### config.mk
export PLATFORM = sky130hd
export DESIGN_NAME = kvls_ram
export DESIGN_NICKNAME = d
export VERILOG_FILES = /design/src/design/kvls_ram.sv
export SDC_FILE = /design/constraint.sdc
export NUM_CORES = 2
export LEC_CHECK = 0
export BUFFER_PORTS_ARGS = -buffer_cell sky130_fd_sc_hd__buf_2
export CORE_MARGIN = 2
export CORE_UTILIZATION = 50
export CTS_BUF_LIST = sky130_fd_sc_hd__clkbuf_16
export DETAILED_ROUTE_END_ITERATION = 8
export PLACE_DENSITY = 0.7
export SETUP_SLACK_MARGIN = 0.5
export SLEW_MARGIN = 20
export SYNTH_ARGS = -nofsm -noshare
export SYNTH_HDL_FRONTEND = slang
export SYNTH_SLANG_ARGS = --single-unit
### constraint.sdc
create_clock -name clk -period 9.1 [get_ports clk]
set_input_delay 0.455 -clock clk [delete_from_list [all_inputs] [get_ports clk]]
set_output_delay 0.455 -clock clk [all_outputs]
set_load 0.02 [all_outputs]
### src/design/kvls_ram.sv
// kvls_ram: generic single-write, single-read synchronous ram with registered read
// no dependencies

module kvls_ram #(
  parameter int WIDTH = 64,
  parameter int DEPTH = 64,
  localparam int AW   = (DEPTH > 1) ? $clog2(DEPTH) : 1
) (
  input  logic             clk,
  input  logic             wr_en,
  input  logic [AW-1:0]    wr_addr,
  input  logic [WIDTH-1:0] wr_data,
  input  logic [AW-1:0]    rd_addr,
  output logic [WIDTH-1:0] rd_data
);

  logic [WIDTH-1:0] mem [DEPTH];

  always_ff @(posedge clk) begin
    if (wr_en) begin
      mem[wr_addr] <= wr_data;
    end
    rd_data <= mem[rd_addr];
  end

endmodule

==> impl_metrics.csv <==
group,metric,value,unit
status,status,"finished, final reports clean",
layout,drive_gt1_share,27.36,%
pwr,seq_power_share,54.6,%
global_routing,grt_usage,26.12,%
pwr,p_clk_share,40.7,%
layout,final_cell_mix,"edfxtp_1 (4096), mux4_2 (1024), clkbuf_16 (398), buf_4 (198), a22oi_1 (168)",
floorplanning,die_area,317200,µm²
flow_run,cap_violations,0,
floorplanning,std_cell_rows,205,
synthesis,avgSynthCellArea,23.70,µm²
layout,area.growth.synth_to_final,12.14,%
global_routing,antenna_found_initial,32,
setup_path,path_max_fanout,26,
placed_design,io_buffers,141,
drt,drt_iter0_drc,12170,
placed_design,place_hpwl,216000,µm
synthesis,synth-edff-count,4096,
pwr,p_int,30.81,mW
placed_design,post-place-ws,4752,ps
synthesis,synthArstFlopShare,0,%
timing,period_needed,3431,ps
cts,path_clk_slew,60,ps
timing,setup_ws,5669,ps
pwr,netSwitchingPower,8.179,mW
synthesis,seq_area_frac_synth,79.49,%
timing,drv_slew,0,
timing,clock-skew-final,53.59,ps
floorplanning,start_util,50.21,%
layout,nNetsFinal,7041,
cts,cts_buffers,394,
synthesis,ys_types,33,
timing,post-route-period-util,37.70,%
layout,fin_area,175300,µm²
cts,clk_latency,920,ps
drt,postRouteAntennaNets,0,
placed_design,dpl_cell_area,162700,µm²
global_routing,grt_pass1_vias,75040,
floorplanning,die_h,563.2,µm
drt,routedWlPerCell,36.37,µm
timing,setup_viol,0,
drt,via_count,76060,
global_routing,overflow,0,
pwr,pwr_density_cell,222.4,nW/µm²
drt,drc,0,
placed_design,place_congestion,0.7891,
global_routing,grt_start_max_net_pins,143,
global_routing,grt_pass1_wl,580400,µm
drt,viasPerCell,6.654,
timing,rsz0062_at_grt,"no",
pwr,switching_share,20.98,%
synthesis,synth_seq_cells,4160,
setup_path,worstPathRequired,9620,ps
timing,max_slew.worst_pin.slew,1183,ps
setup_path,crit_type,"input port to flip-flop",
cts,clock-sinks,4160,
pwr,power_frac_comb,4.7,%
cts,cts_tree,"built",
timing,tns,0,ps
setup_path,worst_setup_path_end_kind,"flip-flop",
synthesis,netlist_area,156300,µm²
synthesis,yosys_warnings,0,
drt,wirelength,415800,µm
synthesis,synth_nets,6676,
synthesis,synth_ff_type,"edfxtp_1",
timing,fmax,291.5,MHz
setup_path,critPathLaunchType,"input port",
pwr,worst_ir_drop_vdd,0.0002156,V
layout,layout_commonest_cell,"edfxtp_1",
floorplanning,ioPinCount,142,
cts,h-tree-depth,5,
hold_path,worstHoldPathType,"input port to flip-flop",
pwr,leakage,54.76,nW
cts,post-cts-setup-buffer-count,0,
setup_path,regToRegSetupSlack,6850,ps
setup_path,cp.arrival,3950,ps
cts,cts_buffer_depth,4,
timing,maxSlewHeadroom,21.12,%
floorplanning,die_w,563.2,µm
floorplanning,coreArea,311400,µm²
drt,first_pass_iters,6,
timing,hold_viol_final,0,
synthesis,syn-instance-count,6598,
cts,cts-root-buf,"clkbuf_16",
==> cell type report <==
class	instances	area, µm²
fill	22130	136100
sequential	4160	124300
multi-input combinational	2049	30790
clock buffer	398	9960
tap	4140	5180
timing repair buffer	339	2582
clock inverter	312	2431
inverter	19	71.32
antenna	14	35.03
==> kinds of logic after synthesis <==
logic type	Yosys count	share of synthesized area, %
muxes	1159	15.61
buffers and inverters	389	1.180
AOI/OAI and AO/OA	504	2.477
and+or+nand+nor	386	1.240
DFF	4160	79.49
==> cell usage after synthesis, types with 3 or more instances <==
cell | number | share of area (%)
buf_1 | 20 | 0.048
buf_4 | 34 | 0.16
nand2_1 | 58 | 0.14
dfxtp_1 | 64 | 0.82
a41oi_1 | 26 | 0.15
a211oi_1 | 63 | 0.30
inv_1 | 19 | 0.046
and3_1 | 64 | 0.26
a31oi_1 | 18 | 0.072
edfxtp_1 | 4096 | 79
and2_1 | 3 | 0.012
a22o_1 | 88 | 0.49
mux4_2 | 1024 | 15
buf_6 | 6 | 0.043
clkbuf_1 | 140 | 0.34
a22oi_1 | 168 | 0.81
buf_2 | 170 | 0.54
o22ai_1 | 83 | 0.33
o221ai_1 | 38 | 0.21
mux2i_1 | 135 | 0.86
a2bb2oi_1 | 19 | 0.11
nor2_1 | 112 | 0.27
nand3_1 | 45 | 0.14
or3_1 | 29 | 0.12
or2_2 | 28 | 0.11
nor2b_1 | 28 | 0.11
nand2b_1 | 11 | 0.044
==> power by group through the flow <==
stage / clock, mW / sequential, mW / combinational (mW)
finish: 15.9 / 21.3 / 1.83
floorplan: 0 / 21.7 / 0.988
detailed placement: 0 / 21.7 / 1.82
CTS: 16.0 / 21.3 / 1.82
global placement: 0 / 21.7 / 1.78
global route: 16.7 / 21.3 / 1.92
==> through the flow <==
step | hold WS, ps | total power, mW | cells | utilization [%]
6_report | 63.98 | 38.99 | 11430 | 56.31
5_1_grt | 74.57 | 39.92 | 11430 | 56.30
4_1_cts | 201.3 | 39.12 | 11410 | 56.23
3_5_place_dp | 841.4 | 23.53 | 10700 | 52.25
3_3_place_gp | 821.4 | 23.48 | 10700 | 52.24
2_1_floorplan | 553.9 | 22.70 | 6598 | -
==> worst max-delay path: stages <==
cell and delay (ps):
buf_2 270, nor2b_1 240, nand3_1 560, nor2_4 1090, buf_4 570, buf_4 610
==> final timing paths <==
| kind | cells past startpoint | from | to |
|---|---|---|---|
| setup / recovery | 6 | wr_addr[1] | mem[11][8] |
| hold / removal | 1 | wr_data[40] | mem[6][40] |
| setup reg to reg | 5 | mem[13][26] | rd_data[26] |
| hold reg to reg | 4 | mem[54][30] | rd_data[30] |
==> timing repair <==
| action | in CTS | in global routing |
|---|---|---|
| resized for setup | 0 | 0 |
| hold buffers | 0 | 2 |
| hold endpoints to repair | 0 | 31 |
==> metal layers <==
| layer | GRT usage, % | vias up | wire, µm |
|---|---|---|---|
| met5 | 0 | - | 102 |
| met1 | 37.25 | 40920 | 154200 |
| li1 | - | 29190 | - |
| met4 | 8.254 | 16 | 13890 |
| met3 | 4.927 | 802 | 47750 |
| met2 | 41.31 | 5128 | 199800 |
==> flip-flops by register name (all words and copies together), names as in the netlist <==
name and count:
mem 4096, rd_data 64
Note: power is estimated with default switching activity, not from simulation.
